$ cat src/rtl/tcw_pkg.sv
// shared types and constants for the text console writer
package tcw_pkg;

  localparam int CELL_W      = 11;
  localparam int QUEUE_DEPTH = 2;

  localparam logic [1:0] OP_PUT   = 2'd0;
  localparam logic [1:0] OP_CLEAR = 2'd1;
  localparam logic [1:0] OP_READ  = 2'd2;

  localparam logic [7:0] CODE_NEWLINE = 8'd10;
  localparam logic [7:0] CODE_SPACE   = 8'd32;
  localparam logic [7:0] CODE_ZERO    = 8'd0;

  typedef struct packed {
    logic [1:0]        operation;
    logic [7:0]        char_code;
    logic [7:0]        attribute;
    logic [CELL_W-1:0] cell_index;
  } in_item_t;

  typedef struct packed {
    logic [CELL_W-1:0] cursor_cell;
    logic [7:0]        read_char;
    logic [7:0]        read_attribute;
  } out_item_t;

  typedef enum logic [2:0] {
    CMD_NONE,
    CMD_PUT,
    CMD_NEWLINE,
    CMD_CLEAR,
    CMD_READ
  } cmd_kind_t;

  typedef struct packed {
    cmd_kind_t         kind;
    logic [7:0]        code;
    logic [7:0]        attr;
    logic [CELL_W-1:0] cell_idx;
  } cmd_t;

  typedef enum logic [2:0] {
    ST_INIT,
    ST_IDLE,
    ST_READ_WAIT,
    ST_SCROLL,
    ST_BLANK,
    ST_PUT_LAST,
    ST_FILL
  } back_state_t;

endpackage

$ cat src/rtl/tcw_fifo.sv
// small register queue used between the stages and at the result side
module tcw_fifo import tcw_pkg::*; #(
  parameter int WIDTH = 8,
  parameter int DEPTH = 2
) (
  input  logic             clk,
  input  logic             rst,
  input  logic             wr_en,
  input  logic [WIDTH-1:0] wr_data,
  input  logic             rd_en,
  output logic [WIDTH-1:0] rd_data,
  output logic             full,
  output logic             empty
);

  localparam int PW = $clog2(DEPTH);
  localparam int CW = $clog2(DEPTH + 1);

  logic [WIDTH-1:0] slots [DEPTH];
  logic [PW-1:0]    wr_ptr;
  logic [PW-1:0]    rd_ptr;
  logic [CW-1:0]    count;
  logic             do_wr;
  logic             do_rd;

  assign full    = (count == CW'(DEPTH));
  assign empty   = (count == '0);
  assign do_wr   = wr_en && !full;
  assign do_rd   = rd_en && !empty;
  assign rd_data = slots[rd_ptr];

  always_ff @(posedge clk) begin
    if (rst) begin
      wr_ptr <= '0;
      rd_ptr <= '0;
      count  <= '0;
    end else begin
      if (do_wr) begin
        wr_ptr <= (wr_ptr == PW'(DEPTH - 1)) ? '0 : wr_ptr + 1'b1;
      end
      if (do_rd) begin
        rd_ptr <= (rd_ptr == PW'(DEPTH - 1)) ? '0 : rd_ptr + 1'b1;
      end
      if (do_wr && !do_rd) begin
        count <= count + 1'b1;
      end else if (do_rd && !do_wr) begin
        count <= count - 1'b1;
      end
    end
  end

  always_ff @(posedge clk) begin
    if (do_wr) begin
      slots[wr_ptr] <= wr_data;
    end
  end

endmodule

$ cat config.mk
export PLATFORM = sky130hd
export DESIGN_NAME = tcw_fifo
export DESIGN_NICKNAME = d
export VERILOG_FILES = /design/src/rtl/tcw_pkg.sv /design/src/rtl/tcw_fifo.sv
export SDC_FILE = /design/constraint.sdc
export NUM_CORES = 1
export LEC_CHECK = 0
export ABC_AREA = 1
export BUFFER_PORTS_ARGS = -buffer_cell sky130_fd_sc_hd__buf_2
export CAP_MARGIN = 20
export CORE_UTILIZATION = 50
export CTS_CLUSTER_DIAMETER = 120
export DETAILED_ROUTE_END_ITERATION = 8
export GPL_ROUTABILITY_DRIVEN = 1
export PLACE_DENSITY = 0.76
export RECOVER_POWER = 50
export SYNTH_ARGS = -nofsm -noshare
export SYNTH_HDL_FRONTEND = slang
export SYNTH_SLANG_ARGS = --single-unit
export TNS_END_PERCENT = 50
$ cat constraint.sdc
create_clock -name clk -period 3.1 [get_ports clk]
set_input_delay 0 -clock clk [delete_from_list [all_inputs] [get_ports clk]]
set_output_delay 0 -clock clk [all_outputs]
set_load 0.02 [all_outputs]
==> flow_summary_export.csv <==
group,metric,value,unit
outcome,run_status,"finished, final reports clean",
global_routing,grt_pass1_wl,2150,microns
clock_tree,htreeDepth,1,
routing,vias_per_cell,4.86,
job,maxCapViolations,0,
final_layout,layout.filler_cells,113,
hold_path,hold_path_depth,4,
power_and_ir_drop,power_leakage,0.413,nW
sta,worst_clock_skew,7.27,ps
power_and_ir_drop,vdd_drop_max,0.423,mV
clock_tree,clk_pin_slew_worst_setup_hold_paths,110,ps
synthesis,synth.yosys.warnings,0,
power_and_ir_drop,combinationalPowerShare,33.2,%
routing,postRouteAntennaNets,0,
routing,drt_iter0_drc,8,
final_layout,post_route_cells_drive_above_1_share,26.3,%
routing,wl_per_cell,12.2,microns
synthesis,synth-seq-cells,21,
routing,dr.pass1.iters,4,
synthesis,netlist.area_leader.share,58.0,%
critical_path,cp.required,3040,ps
critical_path,worstPathArrival,1560,ps
global_routing,grt_max_degree,12,
final_layout,multi_input_area,201,sq um
place,port_buffers,21,
sta,min_period,1630,ps
routing,postRouteWirelength,1350,microns
sta,maxSlewViolCount,0,
synthesis,syn_nets,75,
clock_tree,post_cts_resize_count,0,
clock_tree,cts_tree,"done",
routing,highest-signal-layer,"met3",
place,routabilityCongestion,0.714,
power_and_ir_drop,power_density,749,nW/um^2
clock_tree,holdBufCountCts,9,
routing,vias,539,
synthesis,synth_top_cells_by_count,"edfxtp_1 (16), nor2_1 (9), mux2_2 (8)",
clock_tree,ctsLongestPathBuffers,2,
power_and_ir_drop,fraction_of_power_consumed_by_sequential_logic,50.6,%
clock_tree,clkSinkCount,21,
synthesis,syn-mean-instance-area,13.4,sq um
power_and_ir_drop,share_clk_of_total_power,16.2,%
critical_path,worst-path-max-fanout,8,
floorplan,die_width,42.7,microns
routing,met2RoutedLength,739,microns
synthesis,netlist_top_cells_area,"edfxtp_1 (58%), dfxtp_1 (12%), mux2_2 (11%), nor2_1 (4.1%), inv_1 (3.2%)",
routing,drc_viols,0,
global_routing,grt-ovfl-total,0,
power_and_ir_drop,internal_power,0.514,mW
critical_path,rr_worst_depth,2,
floorplan,io-pin-count,22,
floorplan,die_area,1820,sq um
synthesis,synth_most_common_cell,"edfxtp_1",
clock_tree,post_cts.repair.setup_buffers,0,
floorplan,core.rowCount,14,
synthesis,ys_dominant_reg_cell,"edfxtp_1",
sta,unrepaired_setup_endpoints_after_global_routing,"no",
synthesis,async_flop_share,0,%
final_layout,nets,109,
floorplan,initial_utilization,54.4,%
hold_path,worstHoldPathType,"input pin to flip-flop",
critical_path,cp-start-kind,"flip-flop",
sta,tightest_slew,677,ps
critical_path,setup.worst_path.class,"flip-flop to flip-flop",
final_layout,area_growth,26.1,%
synthesis,yosys.area.top_type,"edfxtp_1",
global_routing,grt_pass1_vias,493,
critical_path,element_type_at_the_critical_path_end,"flip-flop",
sta,number_of_endpoints_with_negative_hold_slack_in_the_final_report,0,
global_routing,track_usage,16.9,%
routing,wirelength_met1,557,microns
sta,fin_hold_ws,177,ps
sta,finalSetupViolations,0,
synthesis,count_of_mapped_cells_out_of_synthesis,62,
clock_tree,cts_buffers,3,
sta,achievable-frequency,615,MHz
final_layout,antenna_cells,0,
clock_tree,clockRootBuffer,"clkbuf_4",
global_routing,initial_antenna_violation_count,0,
power_and_ir_drop,switchingPower,0.269,mW
routing,met3_length,54,microns
synthesis,sequential_share_of_the_synthesized_area,70.1,%
sta,final.period_utilization,52.5,%
clock_tree,later_pin_clock_latency_in_the_skew_report,290,ps
synthesis,post_synth_num_cell_types,16,
sta,max-slew-margin-rel,54.7,%
synthesis,syn-cell-area,828,sq um
final_layout,regArea,581,sq um
sta,setup-tns-final,0,ps
floorplan,core_area,1520,sq um
synthesis,synth-edff-count,16,
floorplan,die_height,42.7,microns
power_and_ir_drop,p_sw_share,34.3,%
-- cells by family (layout without fill, tap and decap cells) --
logic type / after synthesis / in the layout / share of synthesized area, %
buf+inv: 10 / 43 / 4.68
flops: 21 / 21 / 70.1
mux: 8 / 8 / 10.9
simple gates: 16 / 16 / 8.31
compound gates: 6 / 6 / 4.53
fa+ha+maj: 1 / 1 / 1.51
-- registers in the layout, summed over array words and instances, names as in the netlist, named ones only --
name and flops:
rd_ptr 1, slots 16, count 2, wr_ptr 1
-- cell type report --
class,instances,share of cell area (%)
Clock buffer,4,2.51
Tap cell,16,1.92
Sequential cell,21,55.6
Inverter,9,3.23
Timing Repair Buffer,30,17.5
Multi-Input combinational cell,31,19.3
-- stage by stage --
stage               instances  util (%)  instance area, sq um  setup slack [ps]  power, mW
floorplan                  62         -                   828              1780      0.596
global placement           98      62.2                   948              1630      0.659
detailed placement         98      62.2                   948              1570      0.670
CTS                       111      69.9                  1060              1540      0.802
global route              111      68.6                  1040              1280      0.831
finish                    111      68.6                  1040              1470      0.783
-- cell usage in the layout (no fill, tap or decap), drive strengths merged --
master and instances:
mux2 8, inv 9, dfxtp 5, a21oi 1
buf 11, ha 1, and2 1, nand3 1
nor2 9, clkbuf 14, nand4 1, o21ai 5
nand2 4, dlygate4sd3 9, edfxtp 16
-- path summary, 6_finish.rpt --
check                        start                    end  slack [ps]
max          count[0]$_SDFFE_PP0P_  slots[0][2]$_DFFE_PP_        1470
min                          rd_en              flip-flop         180
max reg2reg  count[0]$_SDFFE_PP0P_  slots[0][2]$_DFFE_PP_        1470
min reg2reg    wr_ptr$_SDFFE_PP0N_    wr_ptr$_SDFFE_PP0N_         510
-- critical path, cell delays in order (launching register included) --
cell and delay (ps):
dfxtp_1 470, o21ai_0 220, nor2_1 570
-- per-layer routing --
metal  up-vias  global-route usage (%)
met5         -                       0
met4         0                    5.63
met3         0                    5.11
met2        13                    30.9
met1       248                    18.2
li1        278                       -
-- power groups by stage --
stage | Sequential (mW) | Clock [mW] | Combinational, mW
2_1_floorplan | 0.389 | 0 | 0.207
3_5_place_dp | 0.407 | 0 | 0.263
6_report | 0.396 | 0.127 | 0.260
3_3_place_gp | 0.403 | 0 | 0.257
5_1_grt | 0.404 | 0.140 | 0.286
4_1_cts | 0.400 | 0.129 | 0.273
(Power assumes the default switching activity.)
