**src/rtl/tcw_pkg.sv**
```systemverilog
// shared types and constants for the text console writer
package tcw_pkg;

  localparam int CELL_W      = 11;
  localparam int QUEUE_DEPTH = 2;

  localparam logic [1:0] OP_PUT   = 2'd0;
  localparam logic [1:0] OP_CLEAR = 2'd1;
  localparam logic [1:0] OP_READ  = 2'd2;

  localparam logic [7:0] CODE_NEWLINE = 8'd10;
  localparam logic [7:0] CODE_SPACE   = 8'd32;
  localparam logic [7:0] CODE_ZERO    = 8'd0;

  typedef struct packed {
    logic [1:0]        operation;
    logic [7:0]        char_code;
    logic [7:0]        attribute;
    logic [CELL_W-1:0] cell_index;
  } in_item_t;

  typedef struct packed {
    logic [CELL_W-1:0] cursor_cell;
    logic [7:0]        read_char;
    logic [7:0]        read_attribute;
  } out_item_t;

  typedef enum logic [2:0] {
    CMD_NONE,
    CMD_PUT,
    CMD_NEWLINE,
    CMD_CLEAR,
    CMD_READ
  } cmd_kind_t;

  typedef struct packed {
    cmd_kind_t         kind;
    logic [7:0]        code;
    logic [7:0]        attr;
    logic [CELL_W-1:0] cell_idx;
  } cmd_t;

  typedef enum logic [2:0] {
    ST_INIT,
    ST_IDLE,
    ST_READ_WAIT,
    ST_SCROLL,
    ST_BLANK,
    ST_PUT_LAST,
    ST_FILL
  } back_state_t;

endpackage

```
**src/rtl/tcw_front.sv**
```systemverilog
// front end: takes input beats and turns them into commands
module tcw_front import tcw_pkg::*; #(
  parameter int COLUMNS = 80,
  parameter int ROWS    = 25
) (
  input  logic     push,
  output logic     full,
  input  in_item_t in_item,
  input  logic     init_busy,
  input  logic     cmd_full,
  output logic     cmd_push,
  output cmd_t     cmd
);

  localparam int CELLS = COLUMNS * ROWS;

  logic in_range;

  assign full     = cmd_full || init_busy;
  assign cmd_push = push && !full;
  assign in_range = (32'(in_item.cell_index) < 32'(CELLS));

  always_comb begin
    cmd.code     = in_item.char_code;
    cmd.attr     = in_item.attribute;
    cmd.cell_idx = in_item.cell_index;
    case (in_item.operation)
      OP_PUT:   cmd.kind = (in_item.char_code == CODE_NEWLINE) ? CMD_NEWLINE : CMD_PUT;
      OP_CLEAR: cmd.kind = CMD_CLEAR;
      OP_READ:  cmd.kind = in_range ? CMD_READ : CMD_NONE;
      default:  cmd.kind = CMD_NONE;
    endcase
  end

endmodule

```
**config.mk**
```make
export PLATFORM = sky130hd
export DESIGN_NAME = tcw_front
export DESIGN_NICKNAME = d
export VERILOG_FILES = /design/src/rtl/tcw_pkg.sv /design/src/rtl/tcw_front.sv
export SDC_FILE = /design/constraint.sdc
export NUM_CORES = 1
export LEC_CHECK = 0
export BUFFER_PORTS_ARGS = -buffer_cell sky130_fd_sc_hd__buf_2
export CAP_MARGIN = 20
export CORE_AREA = 3 3 40 42
export DETAILED_ROUTE_END_ITERATION = 8
export DIE_AREA = 0 0 43 45
export GPL_ROUTABILITY_DRIVEN = 0
export PLACE_DENSITY = 0.76
export SYNTH_ARGS = -nofsm -noshare
export SYNTH_HDL_FRONTEND = slang
export SYNTH_SLANG_ARGS = --single-unit
```
**constraint.sdc**
```tcl
create_clock -name vclk -period 1.27
set_clock_uncertainty 0.2 [all_clocks]
set_input_delay 0.254 -clock vclk [all_inputs]
set_output_delay 0.254 -clock vclk [all_outputs]
set_load 0.01 [all_outputs]
```
==> results of run 1 <==
==> critical path: cells and delay by family <==
kind            cells  cell delay (ns)
compound gates      1             0.06
simple gates        2             0.38
buf+inv             2             0.23
==> cell families (layout without fill, tap and decap cells) <==
group | after synthesis | in the layout | synth area share, %
buf+inv | 29 | 42 | 70.9
simple gates | 6 | 6 | 19.0
compound gates | 4 | 4 | 10.1
==> power by group through the flow <==
| stage | combinational, mW | sequential [mW] | clock (mW) |
|---|---|---|---|
| floorplan | 0.106 | 0 | 0 |
| global placement | 0.103 | 0 | 0 |
| detailed placement | 0.105 | 0 | 0 |
| CTS | 0.113 | 0 | 0 |
| global route | 0.133 | 0 | 0 |
| finish | 0.121 | 0 | 0 |
==> final timing paths <==
| kind | start | end | slack, ns | cells past startpoint |
|---|---|---|---|---|
| max | in_item[21] | cmd[28] | -0.12 | 5 |
| min | in_item[11] | cmd[11] | 0.31 | 0 |
==> timing repair <==
item	CTS	global route
setup endpoints to repair	4	4
buffers inserted	0	0
pin swaps	4	5
hold buffers	0	0
hold endpoints to repair	0	0
gates resized for setup	6	5
==> cell type report <==
cell class,count,share of cell area (%)
multi-input cells,10,24.8
repair buffers,40,68.0
inverters,2,2.04
well taps,15,5.10
==> layer usage <==
metal | GRT usage (%) | vias up
met5 | 0 | -
met4 | 0.602 | 0
met3 | 0.797 | 0
met2 | 13.8 | 33
met1 | 6.90 | 122
li1 | - | 126
==> synthesized netlist by cell type <==
library cell	count	area, um2
a31oi_1	1	6.26
nand4_1	1	6.26
nor4_4	1	21.3
nor2_1	1	3.75
nor2_2	1	6.26
and4bb_2	1	12.5
inv_1	2	7.51
buf_4	27	203
or2_2	1	6.26
o211a_1	1	10.0
a21oi_2	1	8.76
o21ai_0	1	5.00
==> through the flow <==
step | cell area, um2 | instances | TNS, ns | hold slack, ns | total power [mW]
2_1_floorplan | 297 | 39 | 0 | 0.339 | 0.106
3_3_place_gp | 313 | 67 | -0.306 | 0.308 | 0.103
3_5_place_dp | 313 | 67 | -0.366 | 0.308 | 0.105
4_1_cts | 337 | 67 | -0.236 | 0.308 | 0.113
5_1_grt | 368 | 67 | -0.418 | 0.308 | 0.133
6_report | 368 | 67 | -0.208 | 0.308 | 0.121
==> impl_metrics.ini, run 1 <==
[pwr]
powerDensity_mw_per_mm2 = 329
clkPwrFrac_pct = 0
switchingPower_mw = 0.0528
seqPwrFrac_pct = 0
worst_ir_drop_vdd_v = 0.0000673
p_int_mw = 0.0681
power.leakage_nw = 0.214
swShare_pct = 43.6
combPwrFrac_pct = 100.0

[layout]
fillers = 139
syn2layout_area_growth_pct = 24.1
n_clock_buffer = 0
drive_gt1_share_pct = 88.5
final_util_pct = 28.6
multi_input_area_um2 = 91.3
final_cell_mix = buf_2, buf_6, inv_1, nor2_2
ff_latch_area_um2 = 0
diodes = 0
nets = 86
final_common_cell = buf_2
design.seq.count = 0

[outcome]
run_status = finished with violations
violations = negative setup slack

[critical_path]
cp_slowest_cell = and4bb_2
crit_path_frequent_cell = buf_2
critPathRequiredTime_ns = 0.82
cp_data_arrival_time_ns = 0.93
path_cells = buf_2 -> and4bb_2 -> a21oi_2 -> nor2_2 -> buf_2
slowest_delay_ns = 0.31
critPathKind = in -> out
cp-end-kind = output port
crit_fanout = 2
startpoint_type = input port

[grt]
grt_antenna_before_repair = 0
grt_max_degree = 4
grt.total_usage_pct = 6.47
grt_pass1_wl_um = 1030
gr-total-overflow = 0
first_global_vias = 259

[sta]
fmax_ghz = 0.720
fin_crit_ns = 1.39
finalSetupViolCount = 2
rsz0062_at_grt = yes
final.setup.worst_slack_ns = -0.118
fin_crit_sh_pct = 109
worstMarginPinSlew_ns = 0.234
finalMaxSlewViolations = 0
finalHoldViolCount = 0
slew_headroom_pct = 84.3

[logic_synthesis]
synth_nets = 71
avgSynthCellArea_um2 = 7.60
ys_seq_area_share_pct = 0
synth_warnings = 0
syn_area_um2 = 297
ys_types = 12
netlist_instances = 39

[job]
cap_violations = 0

[place]
io_buffer_count = 40
dp_slack_ns = -0.158

[drt]
vias = 281
met3_length_um = 144
drtAntennaViolNets = 0
drc = 0
totalWireLength_um = 721
met1_length_um = 178
vias_per_cell = 4.19
routed.top_layer = met3
wl_met2_um = 399
wire_per_inst_um = 10.8
firstDrtPassIters = 1
dr.first_iter.drc_count = 0

[floorplanning]
num_rows = 13
initial_utilization_pct = 23.1
io_pins = 64
coreArea_mm2 = 0.00128
die_w_um = 43
fp.dieArea_mm2 = 0.00194
fp.dieH_um = 45

[worst_hold_path]
min_path_type = in -> out
Note: power is estimated with default switching activity, not from simulation.
==> inputs of run 2 (changes only) <==
Clock period 1.27 ns to 1.52 ns, I/O delays scaled along.
==> run 2 against run 1 <==
The run now ends clean. Critical path depth unchanged. Global-route usage down 0.33 points. Combinational power fell by 25%. Flip-flop and latch count unchanged. Count of clock-buffer cells in the layout is the same. Die area is the same. Worst hold slack gained 0.10 ns. Via count down 0.71%. First-iteration DRC count is the same. Non-clock buffer count did not move. Sequential share of layout area did not move.
==> impl_metrics.ini, run 2 (synthesis gave the netlist of run 1 again) <==
[floorplanning]
io_pins = 64
fp.dieH_um = 45
initial_utilization_pct = 23.1
die_w_um = 43
coreArea_mm2 = 0.00128
fp.dieArea_mm2 = 0.00194
num_rows = 13

[sta]
finalMaxSlewViolations = 0
finalHoldViolCount = 0
slew_headroom_pct = 84.3
final.setup.worst_slack_ns = 0.0319
finalSetupViolCount = 0
fmax_ghz = 0.672
rsz0062_at_grt = yes
worstMarginPinSlew_ns = 0.234
fin_crit_sh_pct = 97.9
fin_crit_ns = 1.49

[pwr]
worst_ir_drop_vdd_v = 0.0000505
power.leakage_nw = 0.202
powerDensity_mw_per_mm2 = 274

[layout]
drive_gt1_share_pct = 86.5
fillers = 141
ff_latch_area_um2 = 0
stdcell_count = 67
final_common_cell = buf_2
diodes = 0
design.seq.count = 0
nets = 86
n_clock_buffer = 0
syn2layout_area_growth_pct = 11.0
final_cell_mix = buf_2, inv_1

[outcome]
run_status = complete, no violations

[critical_path]
cp_data_arrival_time_ns = 0.98
slowest_delay_ns = 0.31
critPathKind = in -> out
cp_slowest_cell = and4bb_2
crit_fanout = 2
startpoint_type = input port
critPathRequiredTime_ns = 1.02
crit_path_frequent_cell = buf_2
cp-end-kind = output port
path_cells = buf_2 -> and4bb_2 -> a21oi_2 -> nor2_2 -> buf_2

[worst_hold_path]
min-delay-start = in_item[11]
min_path_cells = 0
holdPathEnd = cmd[11]
min_path_type = in -> out

[grt]
grt_antenna_before_repair = 0
grt.total_usage_pct = 6.14
grt_max_degree = 4
first_global_vias = 255
grt_pass1_wl_um = 979
gr-total-overflow = 0

[place]
io_buffer_count = 40
dp_slack_ns = -0.00805
dp_cells = 67

[drt]
totalWireLength_um = 677
firstDrtPassIters = 1
drtAntennaViolNets = 0
vias_per_cell = 4.16
dr.first_iter.drc_count = 0
drc = 0
vias = 279
wire_per_inst_um = 10.1

[job]
cap_violations = 0

[clock_tree]
postCtsHoldBufs = 0
post-cts-setup-buffer-count = 0
-- run 2: report_power, final --
part | internal (mW) | switching (mW)
registers | 0 | 0
logic | 0.0474 | 0.0428
clock network | 0 | 0
-- run 2: stage by stage --
stage / setup TNS, ns / total power, mW / hold WS [ns] / cell area (um2) / util, %
final: 0 / 0.0903 / 0.408 / 329 / 25.6
after global routing: -0.0869 / 0.0994 / 0.408 / 329 / 25.6
after CTS: 0 / 0.0894 / 0.408 / 319 / 24.8
after detailed placement: -0.00805 / 0.0876 / 0.408 / 313 / 24.3
after global placement: -0.00173 / 0.0857 / 0.408 / 313 / 24.3
after floorplan: 0 / 0.0887 / 0.439 / 297 / -
-- run 2: critical path: cells and delay by family --
family,cells,cell delay (ns)
and+or+nand+nor,2,0.38
buffers and inverters,2,0.23
AOI/OAI and AO/OA,1,0.06
-- run 2: worst max path at each step --
stage	depth (start not counted)	slack, ns	from	end
2_1_floorplan	2	0.21	init_busy	cmd_push
3_3_place_gp	5	-0.002	in_item[24]	cmd[28]
3_5_place_dp	5	-0.008	in_item[24]	cmd[28]
4_1_cts	5	0.01	in_item[23]	cmd[28]
5_1_grt	5	-0.07	in_item[24]	cmd[28]
6_report	5	0.03	in_item[21]	cmd[28]
-- run 2: repair_timing --
item / 4_1_cts / 5_1_grt
endpoints found under the setup margin: 1 / 2
pin swaps: 0 / 1
gates resized for setup: 1 / 3
-- run 2: layout make-up --
type | count | area (um2) | share of cell area (%)
inverters | 2 | 7.51 | 2.28
multi-input cells | 10 | 86.3 | 26.2
well taps | 15 | 18.8 | 5.70
repair buffers | 40 | 216 | 65.8
-- run 2: metal layers --
| metal | vias up | part of all wire (%) | global-route usage (%) |
|---|---|---|---|
| met5 | - | 0 | 0 |
| met4 | 0 | 0 | 0.602 |
| met3 | 0 | 22 | 0.797 |
| met2 | 33 | 51 | 12.9 |
| met1 | 118 | 27 | 6.67 |
| li1 | 128 | - | - |
==> inputs of run 3 (changes only) <==
Settings changed: ABC_AREA set to 1, PLACE_DENSITY 0.76 to 0.78, REMOVE_ABC_BUFFERS set to 1.
==> run 3 against run 2 <==
Non-clock buffer count did not move. Critical path depth rose by 3. Count of clock-buffer cells in the layout did not move. Critical path type unchanged. Largest cell class unchanged. Highest routed layer unchanged.
==> impl_metrics.ini, run 3 <==
[grt]
first_global_vias = 281
gr-total-overflow = 0
grt_pass1_wl_um = 1030
grt_max_degree = 4
grt.total_usage_pct = 6.72
grt_antenna_before_repair = 0

[drt]
drtAntennaViolNets = 0
dr.first_iter.drc_count = 0
firstDrtPassIters = 1
vias_per_cell = 4.16
totalWireLength_um = 804
drc = 0
wire_per_inst_um = 9.80
vias = 341

[critical_path]
crit_end = cmd[27]
crit_path_frequent_cell = nand2_1
cp_slowest_cell = buf_2
critPathRequiredTime_ns = 1.02
cp-end-kind = output port
critPathKind = in -> out
cp-startpoint = in_item[23]
cp_data_arrival_time_ns = 0.91
path_cells = buf_2 -> inv_1 -> nand2_1 -> nor2_2 -> nand2_1 -> nand2_1 -> nand2_1 -> buf_2
crit_fanout = 2
slowest_delay_ns = 0.13
startpoint_type = input port

[floorplanning]
fp.dieH_um = 45
coreArea_mm2 = 0.00128
num_rows = 13
fp.dieArea_mm2 = 0.00194
initial_utilization_pct = 24.7
io_pins = 64
die_w_um = 43

[sta]
finalMaxSlewViolations = 0
finalHoldViolCount = 0
finalSetupViolCount = 0
worstMarginPinSlew_ns = 0.129
fmax_ghz = 0.705
slew_headroom_pct = 91.3
tns_ns = 0
fin_crit_ns = 1.42
fin_crit_sh_pct = 93.3
final.setup.worst_slack_ns = 0.102

[place]
dp.final_hpwl_um = 733
dp_slack_ns = 0.0828
io_buffer_count = 40

[pwr]
power.leakage_nw = 0.240
powerDensity_mw_per_mm2 = 264
worst_ir_drop_vdd_v = 0.0000507

[logic_synthesis]
netlist_instances = 54
yosysMostFrequentCell = buf_4
ys_seq_area_share_pct = 0
synth_top_cell_by_area = buf_4
avgSynthCellArea_um2 = 5.89
synth_top_area_share_pct = 63.8
syn_area_um2 = 318
ys_types = 10
synth_warnings = 0
synth_area_leaders = buf_4, nand2_1, inv_1
synth_common_cells = buf_4, nand2_1, inv_1, nor2_1

[outcome]
run_status = complete, no violations

[layout]
drive_gt1_share_pct = 64.2
ff_latch_area_um2 = 0
syn2layout_area_growth_pct = 6.69
diodes = 0
multi_input_area_um2 = 90.1
design.seq.count = 0
fillers = 145
n_clock_buffer = 0
nets = 101
final_cell_mix = buf_2, nand2_1, inv_1, nor2_2, nor2_1
final_common_cell = buf_2

[clock_tree]
postCtsHoldBufs = 0

[job]
cap_violations = 0

[worst_hold_path]
min-delay-start = in_item[13]
min_path_type = in -> out
[run 3: cell count changes in the layout (fill, tap and decap cells not counted), moves of 2 or more]
cell / change
buf_2: +2
inv_1: +6
nand2_1: +9
nor2_2: +2
[run 3: power by group]
group	leakage (nW)	internal, mW	switching (mW)
logic	0.240	0.0442	0.0452
registers	0	0	0
clock network	0	0	0
[run 3: cell type report]
class                           instances  area share (%)
Timing Repair Buffer                   40            59.0
Inverter                                8            8.86
Multi-Input combinational cell         19            26.6
Tap cell                               15            5.54
[run 3: routing by layer]
| layer | routed length, um | up-vias | track usage [%] |
|---|---|---|---|
| li1 | - | 161 | - |
| met1 | 188 | 140 | 4.52 |
| met2 | 391 | 40 | 11.4 |
| met3 | 224 | 0 | 8.37 |
| met4 | 0 | 0 | 0 |
| met5 | 0 | - | 8.57 |
[run 3: worst min path at each step]
stage                     cells after the start       to  slack, ns
after floorplan                               0   cmd[0]       0.41
after global placement                        0  cmd[13]       0.41
after detailed placement                      0  cmd[13]       0.41
after CTS                                     0  cmd[13]       0.41
after global routing                          0  cmd[13]       0.41
final                                         0  cmd[13]       0.41
[run 3: timing repair]
item / in CTS / in global routing
setup endpoints to repair: 0 / 1
gates resized for setup: 0 / 2
buffers inserted: 0 / 0
endpoints found under the hold margin: 0 / 0
[run 3: critical path: cells and delay by family]
family	cells	cell delay [ns]
simple gates	5	0.32
buf+inv	3	0.29
[run 3: cells by family (layout without fill, tap and decap cells)]
group | count (synthesis) | in the layout | share of synthesized area (%)
AO/OA/AOI/OAI | 2 | 2 | 3.94
AND/OR/NAND/NOR | 17 | 17 | 22.8
buffers and inverters | 35 | 48 | 73.2
[run 3: metrics by stage]
step	utilization (%)	hold WS, ns	total power [mW]	instance area (um2)	instances
floorplan	-	0.408	0.0198	115	27
global placement	26.0	0.408	0.0876	334	82
detailed placement	26.0	0.408	0.0891	334	82
CTS	26.0	0.408	0.0894	334	82
global route	26.4	0.408	0.100	339	82
finish	26.4	0.408	0.0894	339	82
